## config.mk

```make
export PLATFORM = sky130hd
export DESIGN_NAME = process_cpu_health_monitor
export DESIGN_NICKNAME = d
export VERILOG_FILES = /design/src/rtl/hm_pkg.sv /design/src/rtl/hm_div.sv /design/src/rtl/hm_slot_mem.sv /design/src/rtl/process_cpu_health_monitor.sv
export SDC_FILE = /design/constraint.sdc
export NUM_CORES = 1
export LEC_CHECK = 0
export BUFFER_PORTS_ARGS = -buffer_cell sky130_fd_sc_hd__clkbuf_2
export CAP_MARGIN = 20
export CORE_AREA = 3 3 373 375
export DETAILED_ROUTE_END_ITERATION = 10
export DIE_AREA = 0 0 376 378
export PLACE_DENSITY = 0.5
export SLEW_MARGIN = 25
export SYNTH_ARGS = -nofsm -noshare
export SYNTH_HDL_FRONTEND = slang
export SYNTH_SLANG_ARGS = --single-unit
```

## constraint.sdc

```tcl
create_clock -name clk -period 7.97 [get_ports clk]
set_clock_uncertainty 0.05 [all_clocks]
set_input_delay 2.391 -clock clk [delete_from_list [all_inputs] [get_ports clk]]
set_output_delay 2.391 -clock clk [all_outputs]
set_load 0.005 [all_outputs]
```

## src/rtl/hm_pkg.sv

```systemverilog
// Shared types and constants of the process CPU health monitor.
package hm_pkg;

	localparam int DIV_W = 32;

	localparam logic [6:0] PCT_CAP     = 7'd100;
	localparam logic [6:0] PCT_CRIT    = 7'd90;
	localparam logic [6:0] PCT_WARN    = 7'd70;
	localparam logic [6:0] PCT_SCALE   = 7'd100;
	localparam logic [7:0] STARV_WARN  = 8'd3;
	localparam logic [7:0] STARV_BOOST = 8'd3;
	localparam logic [7:0] STARV_MAX   = 8'd255;
	localparam logic [31:0] WINDOW_RESET = 32'd100;

	localparam logic [1:0] LVL_OK   = 2'd0;
	localparam logic [1:0] LVL_WARN = 2'd1;
	localparam logic [1:0] LVL_CRIT = 2'd2;

	typedef struct packed {
		logic        first_of_batch;
		logic [31:0] now;
		logic [2:0]  slot;
		logic [15:0] proc_id;
		logic [31:0] proc_ticks;
		logic        runnable;
	} sample_t;

	typedef struct packed {
		logic        taken;
		logic [2:0]  out_slot;
		logic [15:0] out_proc_id;
		logic [6:0]  cpu_percent;
		logic [31:0] ticks_in_window;
		logic [1:0]  health;
		logic [7:0]  starved_windows;
		logic        boost_request;
		logic [31:0] anomaly_count;
		logic [31:0] window_count;
	} result_t;

	// one slot's state word
	typedef struct packed {
		logic [31:0] last_ticks;
		logic [7:0]  starv;
		logic [1:0]  health;
	} slot_entry_t;

	typedef struct packed {
		logic rd;
		logic wr;
	} mem_req_t;

	typedef struct packed {
		logic busy;
		logic done;
	} div_stat_t;

endpackage

```

## src/rtl/hm_div.sv

```systemverilog
// Radix-2 restoring divider, one quotient bit per cycle.
module hm_div (
	input  logic                   clk,
	input  logic                   arst_n,
	input  logic                   start,
	input  logic [31:0]            dividend,
	input  logic [31:0]            divisor,
	output logic [31:0]            quotient,
	output hm_pkg::div_stat_t      stat
);
	import hm_pkg::*;

	localparam int CNT_W = $clog2(DIV_W + 1);

	logic [31:0]      rem_q;
	logic [31:0]      quo_q;
	logic [31:0]      dvs_q;
	logic [CNT_W-1:0] cnt_q;
	logic             busy_q;
	logic             done_q;
	logic [33:0]      diff;
	logic             ge;

	// trial subtract of the shifted remainder
	assign diff = {1'b0, rem_q, quo_q[DIV_W-1]} - {2'b00, dvs_q};
	assign ge   = ~diff[33];

	always_ff @(posedge clk or negedge arst_n) begin
		if (!arst_n) begin
			busy_q <= 1'b0;
			done_q <= 1'b0;
			cnt_q  <= '0;
		end else begin
			done_q <= 1'b0;
			if (start) begin
				busy_q <= 1'b1;
				cnt_q  <= CNT_W'(DIV_W);
			end else if (busy_q) begin
				cnt_q <= cnt_q - CNT_W'(1);
				if (cnt_q == CNT_W'(1)) begin
					busy_q <= 1'b0;
					done_q <= 1'b1;
				end
			end
		end
	end

	always_ff @(posedge clk) begin
		if (start) begin
			rem_q <= '0;
			quo_q <= dividend;
			dvs_q <= divisor;
		end else if (busy_q) begin
			rem_q <= ge ? diff[31:0] : {rem_q[30:0], quo_q[DIV_W-1]};
			quo_q <= {quo_q[30:0], ge};
		end
	end

	assign quotient  = quo_q;
	assign stat.busy = busy_q;
	assign stat.done = done_q;

endmodule

```

## src/rtl/hm_slot_mem.sv

```systemverilog
// Per-slot state memory with valid bits standing in for the cleared reset value.
module hm_slot_mem #(
	parameter int SLOT_COUNT = 8,
	localparam int IDX_W = (SLOT_COUNT > 1) ? $clog2(SLOT_COUNT) : 1
) (
	input  logic                clk,
	input  logic                arst_n,
	input  hm_pkg::mem_req_t    req,
	input  logic [IDX_W-1:0]    addr,
	input  hm_pkg::slot_entry_t wr_data,
	output hm_pkg::slot_entry_t rd_data
);
	import hm_pkg::*;

	slot_entry_t             mem [SLOT_COUNT];
	logic [SLOT_COUNT-1:0]   valid_q;
	slot_entry_t             rd_q;
	logic                    rd_valid_q;

	always_ff @(posedge clk) begin
		if (req.wr) begin
			mem[addr] <= wr_data;
		end
		if (req.rd) begin
			rd_q <= mem[addr];
		end
	end

	always_ff @(posedge clk or negedge arst_n) begin
		if (!arst_n) begin
			valid_q    <= '0;
			rd_valid_q <= 1'b0;
		end else begin
			if (req.wr) begin
				valid_q[addr] <= 1'b1;
			end
			if (req.rd) begin
				rd_valid_q <= valid_q[addr];
			end
		end
	end

	// never-written entry reads as all zero
	assign rd_data = rd_valid_q ? rd_q : '0;

endmodule

```

## src/rtl/process_cpu_health_monitor.sv

```systemverilog
// Top level of the process CPU health monitor: control sequencer, window state, result register.
//
//  channel  | handshake                   | payload             | moves
//  ---------+-----------------------------+---------------------+---------------------------
//  sample   | sample_valid / sample_ready | sample (sample_t)   | one process sample request
//  result   | result_valid / result_ready | result (result_t)   | one result per request
//  cfg      | cfg_wr_en (no wait)         | cfg_wr_data         | window length write
//
// Flow: a taken sample passes from accept to the result register through the slot memory
//   read, the divider steps, the divider done flag and the finish state; a skipped sample
//   goes straight to finish. The shared 32-bit restoring divider paces the taken ones. One request is in work.
// Reset: arst_n clears the window/anomaly totals, the slot valid bits and sets the window
//   length to 100; no clearing pass, the slot state is usable at once.
// Stalls: the result register holds while result_ready is low; a new request may be
//   accepted meanwhile, and its result waits for the register to free.
module process_cpu_health_monitor #(
	parameter int SLOT_COUNT = 8
) (
	input  logic            clk,
	input  logic            arst_n,
	input  logic            sample_valid,
	output logic            sample_ready,
	input  hm_pkg::sample_t sample,
	output logic            result_valid,
	input  logic            result_ready,
	output hm_pkg::result_t result,
	input  logic            cfg_wr_en,
	input  logic [31:0]     cfg_wr_data
);
	import hm_pkg::*;

	localparam int IDX_W = (SLOT_COUNT > 1) ? $clog2(SLOT_COUNT) : 1;

	typedef enum logic [3:0] {
		ST_IDLE = 4'b0001,
		ST_READ = 4'b0010,
		ST_DIV  = 4'b0100,
		ST_FIN  = 4'b1000
	} state_t;

	state_t      state_q, state_d;

	// window bookkeeping
	logic [31:0] win_len_q;
	logic [31:0] last_start_q;
	logic [31:0] windows_q;
	logic [31:0] anomalies_q;
	logic        skipped_q;

	// request under work
	sample_t     item_q;
	logic        take_q;
	logic [31:0] delta_q;
	logic [7:0]  starv_q;
	logic [1:0]  oldh_q;

	// result register
	logic        out_valid_q;
	result_t     out_q;

	logic        accept;
	logic        out_free;
	logic        win_short;
	logic        skip_now;
	logic        slot_ok;
	logic        take_now;
	logic        finish;

	mem_req_t    mem_req;
	logic [IDX_W-1:0] mem_addr;
	slot_entry_t mem_wr;
	slot_entry_t mem_rd;

	logic [31:0] delta;
	logic [31:0] prod;
	logic [7:0]  starv_new;
	logic        div_start;
	logic [31:0] quotient;
	div_stat_t   div_stat;

	logic [6:0]  pct;
	logic [1:0]  newh;
	logic        boost;
	logic        rise;
	logic [31:0] anom_next;
	result_t     res_d;

	assign sample_ready = (state_q == ST_IDLE);
	assign accept       = sample_valid & sample_ready;
	assign out_free     = ~out_valid_q | result_ready;
	assign finish       = (state_q == ST_FIN) & out_free;

	// window check happens on the first sample of a batch; the skip flag holds for the rest
	assign win_short = (sample.now - last_start_q) < win_len_q;
	assign skip_now  = sample.first_of_batch ? win_short : skipped_q;
	assign slot_ok   = 7'(sample.slot) < 7'(SLOT_COUNT);
	assign take_now  = ~skip_now & slot_ok;

	// read at accept, write back when the result is stored
	assign mem_req.rd = accept & take_now;
	assign mem_req.wr = finish & take_q;
	assign mem_addr   = (state_q == ST_IDLE) ? IDX_W'(sample.slot) : IDX_W'(item_q.slot);

	hm_slot_mem #(
		.SLOT_COUNT(SLOT_COUNT)
	) u_mem (
		.clk     (clk),
		.arst_n  (arst_n),
		.req     (mem_req),
		.addr    (mem_addr),
		.wr_data (mem_wr),
		.rd_data (mem_rd)
	);

	// read stage: tick delta, scaled by 100 mod 2^32, and the new starvation count
	assign delta     = item_q.proc_ticks - mem_rd.last_ticks;
	assign prod      = delta * 32'(PCT_SCALE);
	assign div_start = (state_q == ST_READ);

	always_comb begin
		if (item_q.runnable && (delta == '0)) begin
			starv_new = (mem_rd.starv == STARV_MAX) ? STARV_MAX : mem_rd.starv + 8'd1;
		end else begin
			starv_new = '0;
		end
	end

	hm_div u_div (
		.clk      (clk),
		.arst_n   (arst_n),
		.start    (div_start),
		.dividend (prod),
		.divisor  (win_len_q),
		.quotient (quotient),
		.stat     (div_stat)
	);

	// finish stage: cap, health class, anomaly count
	assign pct = (quotient > 32'(PCT_CAP)) ? PCT_CAP : quotient[6:0];

	always_comb begin
		if (pct > PCT_CRIT) begin
			newh = LVL_CRIT;
		end else if ((pct > PCT_WARN) || (starv_q > STARV_WARN)) begin
			newh = LVL_WARN;
		end else begin
			newh = LVL_OK;
		end
	end

	assign boost     = (starv_q >= STARV_BOOST);
	assign rise      = (newh > oldh_q);
	assign anom_next = anomalies_q + 32'(rise) + 32'(boost);

	assign mem_wr.last_ticks = item_q.proc_ticks;
	assign mem_wr.starv      = starv_q;
	assign mem_wr.health     = newh;

	always_comb begin
		res_d              = '0;
		res_d.out_slot     = item_q.slot;
		res_d.out_proc_id  = item_q.proc_id;
		res_d.window_count = windows_q;
		if (take_q) begin
			res_d.taken           = 1'b1;
			res_d.cpu_percent     = pct;
			res_d.ticks_in_window = delta_q;
			res_d.health          = newh;
			res_d.starved_windows = starv_q;
			res_d.boost_request   = boost;
			res_d.anomaly_count   = anom_next;
		end else begin
			res_d.anomaly_count   = anomalies_q;
		end
	end

	always_comb begin
		state_d = state_q;
		case (state_q)
			ST_IDLE: begin
				if (accept) begin
					state_d = take_now ? ST_READ : ST_FIN;
				end
			end
			ST_READ: state_d = ST_DIV;
			ST_DIV: begin
				if (div_stat.done) begin
					state_d = ST_FIN;
				end
			end
			ST_FIN: begin
				if (out_free) begin
					state_d = ST_IDLE;
				end
			end
			default: state_d = ST_IDLE;
		endcase
	end

	always_ff @(posedge clk or negedge arst_n) begin
		if (!arst_n) begin
			state_q        <= ST_IDLE;
			win_len_q      <= WINDOW_RESET;
			last_start_q   <= '0;
			windows_q      <= '0;
			anomalies_q    <= '0;
			skipped_q      <= 1'b0;
			take_q         <= 1'b0;
			out_valid_q    <= 1'b0;
		end else begin
			state_q <= state_d;
			if (cfg_wr_en) begin
				win_len_q <= cfg_wr_data;
			end
			if (accept) begin
				take_q <= take_now;
				if (sample.first_of_batch) begin
					skipped_q <= win_short;
					if (!win_short) begin
						last_start_q <= sample.now;
						windows_q    <= windows_q + 32'd1;
					end
				end
			end
			if (finish && take_q) begin
				anomalies_q <= anom_next;
			end
			if (finish) begin
				out_valid_q <= 1'b1;
			end else if (result_ready) begin
				out_valid_q <= 1'b0;
			end
		end
	end

	always_ff @(posedge clk) begin
		if (accept) begin
			item_q <= sample;
		end
		if (state_q == ST_READ) begin
			delta_q <= delta;
			starv_q <= starv_new;
			oldh_q  <= mem_rd.health;
		end
		if (finish) begin
			out_q <= res_d;
		end
	end

	assign result_valid = out_valid_q;
	assign result       = out_q;

endmodule

```

---- Word-level counts from Yosys, hierarchy flattened ----
Memory sizes are Yosys's and may differ from the RTL's. A register that Yosys moved wholly into a read port is not among the register bits.
Index checks and enable logic that the tools add are counted.
Widths: inputs -> output; s select.
word-level totals
  RAM bits ................................ 336
  ROM bits ................................ 0
  bits in latches ......................... 0
  memories kept ........................... 1
  bits in registers ....................... 476
operators by class
  equality and inequality tests ........... 9
  reductions and logical operators ........ 9
  bitwise operators ....................... 10
  mux-type cells .......................... 33
  multipliers ............................. 1
  divide/modulo/power cells ............... 0
  shift-type cells ........................ 0
  add/subtract/negate cells ............... 8
  order comparisons ....................... 9
memories
  memory     depth  bits a word  rd ports  clocked after Yosys merged registers in  write ports  line               text
  u_mem.mem  8      42           1         1                                        1            hm_slot_mem.sv:15  slot_entry_t mem [SLOT_COUNT];
operator list
  kind                   count
  $mux 32                4
  $add 32x1->32          2
  $sub 32x32->32         2
  $mux 42                1
  $sub 33x32->34         1
  $add 32x1->32 const B  1
  $gt 32x7->1 const B    1
  $logic_not 32->1       1
  $lt 32x32->1           1
  $mul 32x5->30 const B  1
  $mux 4                 4
  $pmux 4 s4             1
  $mux 1                 15
  $gt 7x7->1 const B     2
  $mux 6                 2
  $add 8x1->8 const B    1
  $eq 8x8->1 const B     1
  $ge 8x2->1 const B     1
  $gt 8x2->1 const B     1
  $mux 8                 1
  $or 8x8->8             1
  $mux 7                 1
  $eq 6x1->1 const B     1
  $reduce_and 3->1       2
  20 further kinds       30

---- Longest topological paths before layout ----
Gate-level depths: netlist (run 1).
  depth after elaboration ................. 10
  mapped depth ............................ 33

---- Cells and area by module ----
A second synthesis (run 1) with hierarchy kept.
unflattened totals
  cells, all modules ...................... 3,273
  area total of the unflattened synthesis .. 41,258.3 µm²
modules (own cells, without submodules)
  module                      sequential area each (µm²)  area each (µm²)  instances  cells each
  process_cpu_health_monitor  10,229.8                    20,558.5         1          1,903
  hm_slot_mem                 11,576.1                    14,762.9         1          808
  hm_div                      2,762.6                     5,936.9          1          562

---- Worst setup path after synthesis (run 1) ----
Ideal clock, no wire load.
  path kind ............................... input to register
  start ................................... in sample[64] in the netlist's numbering
  end ..................................... reg, netlist name u_mem.rd_q[0]
  required time ........................... 7.405 ns
  stages .................................. 19
  setup slack ............................. -2.323 ns
  data arrival time ....................... 9.728 ns
  path buffers ............................ 1
  library setup time ...................... 0.515 ns
  cell sequence ........................... ha_1 a2111oi_0 o21a_1 a21boi_1 o41a_1 a311oi_1 or3_1 or4b_1 o211ai_1 ha_1 nand4_1 nor2_1 nand2_1 or3_1 nor4_1 o31ai_1 and3b_1 clkbuf_1 a211oi_1
RTL lines
  what             line                              text
  start, declared  process_cpu_health_monitor.sv:23  input hm_pkg::sample_t sample,

---- Worst setup path after layout (run 1) ----
  start ................................... in sample[53] in the netlist's numbering
  end ..................................... reg last_start_q[13]
on the way
  longest elaborated chain between the ends .. 4
ends and longest elaborated chain
  what                        line                               text
  $sub 32x32->32              process_cpu_health_monitor.sv:94   assign win_short = (sample.now - last_start_q) < win_len_q;
  $lt 32x32->1                process_cpu_health_monitor.sv:94
  $not 1->1 (no line)         -
  $reduce_and 3->1 (no line)  -
  end signal, assigned        process_cpu_health_monitor.sv:220  last_start_q <= sample.now;
  end, declared               process_cpu_health_monitor.sv:45   logic [31:0] last_start_q;
Every way passes these cells.
A chain may end at the register's enable or synchronous reset.

==> results by group, run 1 <==
Drt
  • 1st-pass router iterations: 5
  • DRC errors left: 0
  • M1 WL: approximately 51000 µm
  • DR vias/cell: approximately 4.7
  • Antenna Violating Nets Remaining: 0
  • Routed wire per std cell: ~18 µm
  • Met3 wire length: 4430 µm
  • Overall routed net length: 105000 µm
  • Metal2 WL: 47700 µm
  • DR top layer: met4
  • First-iteration detailed-routing DRC count: approximately 1800
  • Via count: ~27000

Min path
  • Min-delay src: item_q[43]
  • Worst hold path type: reg -> reg
  • Worst hold stages: 0
  • Hold endpoint: result[124]

Global routing
  • Total gr overflow: 0
  • Vias in the first global route: 25700
  • Initial antenna violation count: 7
  • First-pass GRT wire length: 160000 µm
  • Largest net degree at the start of global routing: approximately 120
  • GRT Overall Usage: between 10 and 15%

Die
  • Initial Utilization: between 20% and 30%
  • FP Rows: 135
  • Core area: ~140000 µm²
  • Die X-Extent: 376 µm
  • I/O Pins: between 200 and 300
  • Die height: between 300 and 400 µm
  • Die area: approximately 140000 µm²

Critical path
  • Worst setup EP type: flop
  • Reg2Reg Depth: 26
  • WS Path Type: in -> reg
  • Worst reg-to-reg setup slack: 1.02 ns
  • Worst EP arrival: 7.82 ns
  • CP peak stage delay: 0.44 ns
  • R2R Path Start: u_mem.rd_valid_q
  • FF-to-FF End: u_div.quotient[30]
  • Required @ worst endpoint: roughly 8.5 ns
  • Worst-path maximum fanout: 62
  • Crit path max-delay cell type: or4b_1
  • Critical Path Start Type: primary input

Timing
  • Setup violators final: 0
  • Total Neg Setup Slack: 0 ns
  • Final Hold Vio Count: 0
  • Crit path time final: roughly 7.3 ns
  • Max-slew headroom: approximately 34%
  • Final worst slack: between 0.6 and 0.7 ns
  • Max Slew Vio Count: 0
  • Worst slew pin tran: ~1 ns
  • RSZ-0062 raised after global routing: no
  • Fmax: about 140 MHz
  • Fin crit share: 91.6%

CTS
  • Clock sink total: around 850
  • Setup bufs post-CTS: 0
  • Post-CTS Resized: 0
  • Root Driver: clkbuf_16
  • Clk buf depth: 3
  • H-tree Lvls: 3
  • TritonCTS clock tree: yes
  • Worst-Skew Late Latency: ~0.71 ns
  • Hold_buf cts: 0
  • Reg clk slew, reported paths: 0.06 ns
  • TritonCTS buffer count: a little under 100

Final layout
  • Share of layout cells above drive strength 1: between 10% and 20%
  • Design Area, Final: ~48000 µm²
  • P&R area growth vs syn: 17.1%
  • Final nets: between 4000 and 5000
  • Finished Layout Cells: ~5700
  • Fill cells: 13500

Logic synthesis
  • Most frequent cell after synthesis: edfxtp_1
  • Post-Syn Nets: roughly 3900
  • Leading area contributor after synthesis: edfxtp_1
  • Syn avg cell area: 11.5 µm²
  • Register area share after synthesis: a little over 60%
  • Number of synthesized flops with an enable pin: between 600 and 700
  • Synth async-reset ratio: between 10% and 20%
  • Top cells by area, synth: edfxtp_1 49%, dfrtp_1 9.1%, ha_1 6.8%
  • Synth cell types: 88
  • Post-Syn Area: approximately 40000 µm²
  • Synth Register Bits: ~850
  • Most frequent cells after synthesis: 668 x edfxtp_1, 620 x nand2_1, 270 x nand3_1
  • Top_reg_cell synth: edfxtp_1
  • Synth warnings: 0
  • Post-Syn Instances: 3551
  • Synth top area share: 49.3%

Placement
  • HPWL Detailed: ~70000 µm
  • PortBufs: about 260
  • Final Wtd Congestion: 0.851
  • Placed inst area: approximately 44000 µm²
  • Pre-CTS setup slack: -0.0493 ns
  • Dpl cells: approximately 5500

Run status
  • Result of the run: finished, final reports clean

Run
  • Max cap viols: 0
[layout by cell type (no fill, tap or decap), types with 82 or more instances in the layout]
cell type  count
a21oi_1      125
clkbuf_16     98
clkbuf_2     255
dfrtp_1      146
edfxtp_1     668
ha_1         222
inv_1        229
nand2_1      620
nand3_1      270
nor2_1       147
o21ai_0      192
xnor2_1      118
xor2_1        82
[cell families (layout without fill, tap and decap cells)]
group                      after synthesis  in the layout  share of synthesized area [%]
AOI/OAI and AO/OA                      541            541                           8.24
xor gates and xnor gates               203            203                           4.42
adders and majority gates              250            250                           8.20
buffers and inverters                  365            721                           3.46
DFF                                    854            854                           60.3
muxes                                   21             21                          0.600
other                                    0              6                              0
and+or+nand+nor                       1317           1317                           14.7
[final cells by class]
class,count,area [µm²],share of cell area (%)
Antenna cell,6,15.0,0.0315
Multi-Input combinational cell,2332,14900,31.3
Inverter,232,875,1.84
Sequential cell,854,24600,51.5
Clock inverter,60,678,1.42
Clock buffer,119,2610,5.48
Timing Repair Buffer,310,1790,3.76
Tap cell,1781,2230,4.68
[per-layer routing]
metal,vias to the layer above,track usage [%]
li1,13100,-
met1,12900,20.8
met2,463,23.0
met3,135,2.63
met4,0,3.84
met5,-,0
[worst max-delay path: cells and delay by family]
family | cells | cell delay [ns]
fa+ha+maj | 2 | 0.46
compound gates | 10 | 2.13
simple gates | 10 | 2.14
buf+inv | 3 | 0.67
[metrics by stage]
| step | util, % | hold WS, ns |
|---|---|---|
| after floorplan | - | 0.350 |
| after global placement | 32.7 | 0.351 |
| after detailed placement | 32.7 | 0.355 |
| after CTS | 35.1 | 0.368 |
| after global routing | 35.1 | 0.378 |
| final | 35.1 | 0.367 |
[flip-flops by register name, summed over array words and instances, names as in the netlist]
signal	cells
u_mem.mem	336
result	134
item_q	52
u_mem.rd_q	42
anomalies_q	32
delta_q	32
last_start_q	32
u_div.dvs_q	32
u_div.quotient	32
u_div.rem_q	32
win_len_q	32
windows_q	32
starv_q	8
u_mem.valid_q	8
u_div.cnt_q	6
state_q	4
oldh_q	2
result_valid	1
skipped_q	1
take_q	1
u_div.busy_q	1
u_div.done_q	1
u_mem.rd_valid_q	1
[worst max-delay path by stage]
stage	from	to	slack, ns	cells after the start
global placement	sample[53]	last_start_q[6]	0.06	25
CTS	sample[53]	last_start_q[13]	0.70	25
finish	sample[53]	last_start_q[13]	0.67	25
detailed placement	sample[53]	last_start_q[4]	-0.05	25
floorplan	sample[64]	u_mem.rd_q[0]	0.0009	19
global route	sample[53]	last_start_q[20]	0.19	26
Power of run 1 is left out: the tool's default activity adds up to more than one toggle a clock period on the data nets, which glitch-free logic cannot reach.
==> run 2, diff against run 1 <==
PLACE_DENSITY = 0.48   (was 0.5)
clock period = 7.7 ns   (was 7.97 ns; I/O delays follow)
==> run 2 against run 1 <==
Effect of this change:
- die area did not move
- global-route usage rose by 0.27 points
- design area rose by 0.29%
- critical endpoint is now last_start_q[5]
==> results by group, run 2 (synthesis results as in run 1) <==
Critical path
  • Worst-path maximum fanout: 62 (unchanged)
  • Worst reg-to-reg setup slack: 0.83 ns (-0.19 ns)
  • Critical Path Start Type: primary input
  • Worst EP arrival: 7.60 ns (-0.22 ns)
  • Required @ worst endpoint: 8.21 ns (-0.28 ns)
  • Worst setup EP type: flop
  • WS Path Type: in -> reg

Global routing
  • Initial antenna violation count: 17 (+10)
  • Total gr overflow: 0 (unchanged)
  • First-pass GRT wire length: 163000 µm (+1.8%)
  • Vias in the first global route: 26200 (+2.1%)
  • Largest net degree at the start of global routing: 170 (+38%)
  • GRT Overall Usage: 14.9% (+0.27 points)

Die
  • FP Rows: 135 (unchanged)
  • Die X-Extent: 376 µm (unchanged)
  • Initial Utilization: 30.0% (unchanged)
  • Die area: 142000 µm² (unchanged)
  • Die height: 378 µm (unchanged)
  • I/O Pins: 258 (unchanged)
  • Core area: 136000 µm² (unchanged)

CTS
  • Hold_buf cts: 0 (unchanged)
  • Clk buf depth: 3 (unchanged)
  • Worst-Skew Late Latency: 0.71 ns (about the same)
  • H-tree Lvls: 3 (unchanged)
  • TritonCTS buffer count: 99 (+2.1%)
  • Reg clk slew, reported paths: 0.06 ns (about the same)
  • Post-CTS Resized: 0 (unchanged)
  • TritonCTS clock tree: yes
  • Setup bufs post-CTS: 0 (unchanged)
  • Clock sink total: 854 (unchanged)
  • Root Driver: clkbuf_16

Placement
  • PortBufs: 257 (unchanged)
  • HPWL Detailed: 70600 µm (+0.80%)
  • Final Wtd Congestion: 0.830 (-2.5%)
  • Pre-CTS setup slack: -0.0527 ns (-0.00343 ns)

Final layout
  • Share of layout cells above drive strength 1: 13.7% (-0.10 points)
  • Final nets: 4201 (+0.048%)
  • Leading cell type in the layout, fill and taps excluded: edfxtp_1
  • Commonest non-fill, non-tap cells in the layout: 668 x edfxtp_1, 620 x nand2_1, 270 x nand3_1
  • P&R area growth vs syn: 17.4%
  • Max FFs per register: 336 (unchanged)
  • Largest Register: u_mem.mem
  • Final core occ: 35.2% (+0.10 points)

Timing
  • Crit path time final: approximately 7 ns
  • Total Neg Setup Slack: 0 ns (unchanged)
  • Fin crit share: 92.1%
  • Final worst slack: 0.605 ns (-0.0637 ns)
  • Setup violators final: 0 (unchanged)
  • Final Hold Vio Count: 0 (unchanged)
  • Worst slew pin tran: 1.19 ns (+0.198 ns)
  • Max Slew Vio Count: 0 (unchanged)
  • RSZ-0062 raised after global routing: no
  • Fmax: 141 MHz
  • Max-slew headroom: 20.5% (-13 points)

Min path
  • Worst hold path type: reg -> reg

Drt
  • DRC errors left: 0 (unchanged)
  • Antenna Violating Nets Remaining: 0 (unchanged)
  • Via count: 26500 (-0.42%)
  • First-iteration detailed-routing DRC count: 1691 (-7.9%)
  • 1st-pass router iterations: 5 (unchanged)
  • Overall routed net length: 106000 µm (+1.3%)
  • Routed wire per std cell: 18.6 µm (+1.1%)
  • DR vias/cell: 4.64 (-0.68%)

Run
  • Max cap viols: 0 (unchanged)

Run status
  • Result of the run: finished, final reports clean
run 2: changes by cell type in the layout (fill, tap and decap cells not counted), moves of 3 or more:
| cell | before | now |
|---|---|---|
| o21ai_1 | 14 | 17 |
| ha_1 | 222 | 217 |
| o21ai_0 | 192 | 189 |
| ha_4 | 0 | 5 |
| clkinv_1 | 16 | 27 |
| diode_2 | 6 | 14 |
| clkinv_4 | 4 | 1 |
| clkbuf_8 | 8 | 0 |
| clkbuf_1 | 13 | 19 |
| clkinvlp_4 | 6 | 3 |
run 2: path summary, 6_finish.rpt:
| path | startpoint | endpoint | cells after the start |
|---|---|---|---|
| hold / removal | item_q[35] | result[116] | 0 |
| max in group asynchronous | arst_n | anomalies_q[22] | 3 |
| min in group asynchronous | arst_n | windows_q[29] | 1 |
| setup reg to reg | u_mem.rd_valid_q | u_div.quotient[31] | 28 |
| setup / recovery | sample[53] | last_start_q[5] | 25 |
| hold reg to reg | item_q[35] | result[116] | 0 |
run 2: layout make-up:
cell class,count,area [µm²]
Fill cell,13500,87900
Sequential cell,854,24600
Clock inverter,67,759
Inverter,232,875
Clock buffer,119,2570
Tap cell,1781,2230
Timing Repair Buffer,310,1790
Multi-Input combinational cell,2332,15000
Antenna cell,14,35.0
run 2: routing by layer:
layer  GRT usage (%)  part of all wire, %  vias to the layer above
met1            20.9                   48                    12700
met3            2.63                  4.7                      152
met5               0                0.014                        -
met4            5.22                  2.4                        2
met2            23.1                   45                      479
li1                -                    -                    13100
run 2: through the flow:
step / area [µm²] / hold slack, ns / cells
final: 47800 / 0.327 / 5709
after global routing: 47800 / 0.350 / 5706
after CTS: 47700 / 0.315 / 5694
after detailed placement: 44400 / 0.355 / 5508
after global placement: 44400 / 0.351 / 5508
after floorplan: 40800 / 0.350 / 3551
run 2: worst max-delay path, stage by stage:
cell and delay [ns]:
clkbuf_2 0.12, ha_4 0.21, nor2b_1 0.12, o21ai_1 0.16
a21oi_1 0.13, o211ai_1 0.24, a211o_1 0.20, a21boi_1 0.09
o41a_1 0.36, a311oi_1 0.38, or3_1 0.19, or4b_1 0.43
o211ai_1 0.11, ha_1 0.18, nand4_1 0.08, nor2_1 0.16
nand2_1 0.09, or3_1 0.34, nor4_1 0.32, o31ai_1 0.12
and3b_1 0.35, buf_4 0.29, nor2_4 0.19, buf_12 0.26
o21ai_0 0.14
Power of run 2 is left out for the same reason.
==> run 3, diff against run 2 <==
CORE_AREA = 3 3 334 418   (was 3 3 373 375)
DIE_AREA = 0 0 337 421   (was 0 0 376 378)
==> run 3 against run 2 <==
Effect of this change:
- core utilization down 0.28 points
- count of clock-buffer cells in the layout up 3
- register-to-register slack better by 0.25 ns
- flip-flop and latch count unchanged
- worst hold slack better by 0.040 ns
- non-clock buffer count up 3
- maximum frequency up 1.8%
- critical path depth down 2
- setup slack better by 0.12 ns
==> results by group, run 3 (synthesis results as in run 1) <==
Run status
  • Result of the run: finished, final reports clean

Die
  • Core area: 136000 µm² (+0.15%)
  • I/O Pins: 258 (unchanged)
  • Die area: 142000 µm² (-0.18%)
  • FP Rows: 151 (+12%)
  • Die height: 421 µm (+11%)
  • Initial Utilization: 30.0% (-0.045 points)
  • Die X-Extent: 337 µm (-10%)

Timing
  • Max-slew headroom: 38.2% (+18 points)
  • Fin crit share: 90.5% (-1.6 points)
  • Worst slew pin tran: 0.925 ns (-0.268 ns)
  • Setup violators final: 0 (unchanged)
  • Final Hold Vio Count: 0 (unchanged)
  • RSZ-0062 raised after global routing: no
  • Max Slew Vio Count: 0 (unchanged)
  • Fmax: 143 MHz (+1.8%)
  • Crit path time final: 6.97 ns (-0.123 ns)

CTS
  • TritonCTS buffer count: 93 (-6.1%)
  • Post-CTS Resized: 0 (unchanged)
  • TritonCTS clock tree: yes
  • H-tree Lvls: 3 (unchanged)
  • Worst-Skew Late Latency: 0.70 ns (about the same)
  • Hold_buf cts: 0 (unchanged)
  • Clock sink total: 854 (unchanged)
  • Root Driver: clkbuf_16
  • Setup bufs post-CTS: 0 (unchanged)
  • Reg clk slew, reported paths: 0.06 ns (about the same)
  • Clk buf depth: 3 (unchanged)

Global routing
  • Vias in the first global route: 27000 (+3.0%)
  • GRT Overall Usage: 15.0% (+0.11 points)
  • First-pass GRT wire length: 164000 µm (+0.72%)
  • Total gr overflow: 0 (unchanged)
  • Initial antenna violation count: 9 (-8)
  • Largest net degree at the start of global routing: 170 (unchanged)

Drt
  • Antenna Violating Nets Remaining: 0 (unchanged)
  • Overall routed net length: 106000 µm (about the same)
  • DR vias/cell: 4.69 (+1.2%)
  • First-iteration detailed-routing DRC count: 1458 (-14%)
  • 1st-pass router iterations: 7 (+2)
  • Routed wire per std cell: 18.8 µm (+0.79%)
  • DRC errors left: 0 (unchanged)
  • Via count: 26600 (+0.49%)

Final layout
  • Finished Layout Cells: 5668 (-0.72%)
  • Max FFs per register: 336 (unchanged)
  • P&R area growth vs syn: 16.7%
  • Largest Register: u_mem.mem
  • Commonest non-fill, non-tap cells in the layout: 668 x edfxtp_1, 620 x nand2_1, 270 x nand3_1
  • Share of layout cells above drive strength 1: 13.7% (-0.023 points)
  • Fill cells: 13400 (-0.54%)
  • Leading cell type in the layout, fill and taps excluded: edfxtp_1
  • Final nets: 4198 (-0.071%)

Placement
  • PortBufs: 257 (unchanged)
  • Final Wtd Congestion: 0.836 (+0.66%)
  • Dpl cells: 5490 (-0.33%)
  • HPWL Detailed: 70800 µm (+0.23%)

Critical path
  • Worst reg-to-reg setup slack: 1.08 ns (+0.25 ns)
  • R2R Path Start: item_q[1]
  • Worst EP arrival: 7.27 ns (-0.33 ns)
  • Worst-path maximum fanout: 46 (-26%)
  • Critical Path Start Type: primary input
  • FF-to-FF End: u_div.quotient[30]
  • WS Path Type: in -> reg
  • Required @ worst endpoint: 8.00 ns (-0.21 ns)
  • Reg2Reg Depth: 31 (+11%)
  • Worst setup EP type: flop

Min path
  • Min-delay src: item_q[39]
  • Hold endpoint: result[120]
  • Worst hold stages: 0 (unchanged)
  • Worst hold path type: reg -> reg

Run
  • Max cap viols: 0 (unchanged)
[run 3: cell types whose count changed in the layout (fill, tap and decap cells not counted), sizes merged]
cell      before  now
buf           54   57
bufinv        14   10
clkbuf       375  378
clkinv        49   38
clkinvlp       3    4
diode         14    3
[run 3: layout make-up]
class / count / area (µm²) / share of cell area [%]
clock buffers: 122 / 2510 / 5.29
repair buffers: 313 / 1760 / 3.71
inverters: 232 / 873 / 1.84
well taps: 1759 / 2200 / 4.64
multi-input cells: 2332 / 15000 / 31.5
clock inverters: 53 / 597 / 1.26
flip-flops and latches: 854 / 24600 / 51.7
diodes: 3 / 7.51 / 0.0158
[run 3: routing by layer]
layer  wire length (µm)  track usage [%]
met1              48000             19.8
met2              51000             24.8
met3               4440             2.49
met4               3010             5.31
met5                 17                0
[run 3: stage by stage]
stage	area [µm²]	setup WS [ns]	hold slack (ns)	setup TNS [ns]	utilization, %
4_1_cts	47500	0.791	0.364	0	34.9
3_5_place_dp	44400	0.0408	0.355	0	32.7
2_1_floorplan	40800	-0.0485	0.350	-2.04	-
6_report	47500	0.729	0.368	0	34.9
5_1_grt	47500	0.287	0.377	0	34.9
3_3_place_gp	44400	0.102	0.351	0	32.6
[run 3: critical path, stage by stage]
cell and delay (ns):
clkbuf_2 0.11, ha_4 0.20, nor2b_1 0.12, o21ai_1 0.16
a21oi_1 0.11, o211ai_1 0.26, a211o_1 0.19, a21boi_1 0.09
o41a_1 0.37, a311oi_1 0.38, or3_1 0.19, or4b_1 0.43
o211ai_1 0.12, ha_1 0.19, nand4_1 0.08, nor2_1 0.17
nand2_1 0.08, or3_1 0.33, nor4_1 0.27, o31ai_1 0.11
and3b_1 0.33, a211oi_4 0.29, buf_12 0.27
[run 3: worst max path at each step]
| stage | from | endpoint | slack [ns] | cells after the start |
|---|---|---|---|---|
| 2_1_floorplan | sample[53] | u_mem.rd_q[0] | -0.05 | 22 |
| 3_3_place_gp | sample[53] | u_mem.rd_q[39] | 0.10 | 23 |
| 3_5_place_dp | sample[53] | u_mem.rd_q[0] | 0.04 | 23 |
| 4_1_cts | sample[53] | last_start_q[10] | 0.79 | 26 |
| 5_1_grt | sample[52] | last_start_q[8] | 0.29 | 27 |
| 6_report | sample[53] | u_mem.rd_q[21] | 0.73 | 23 |
Power of run 3 is left out for the same reason.
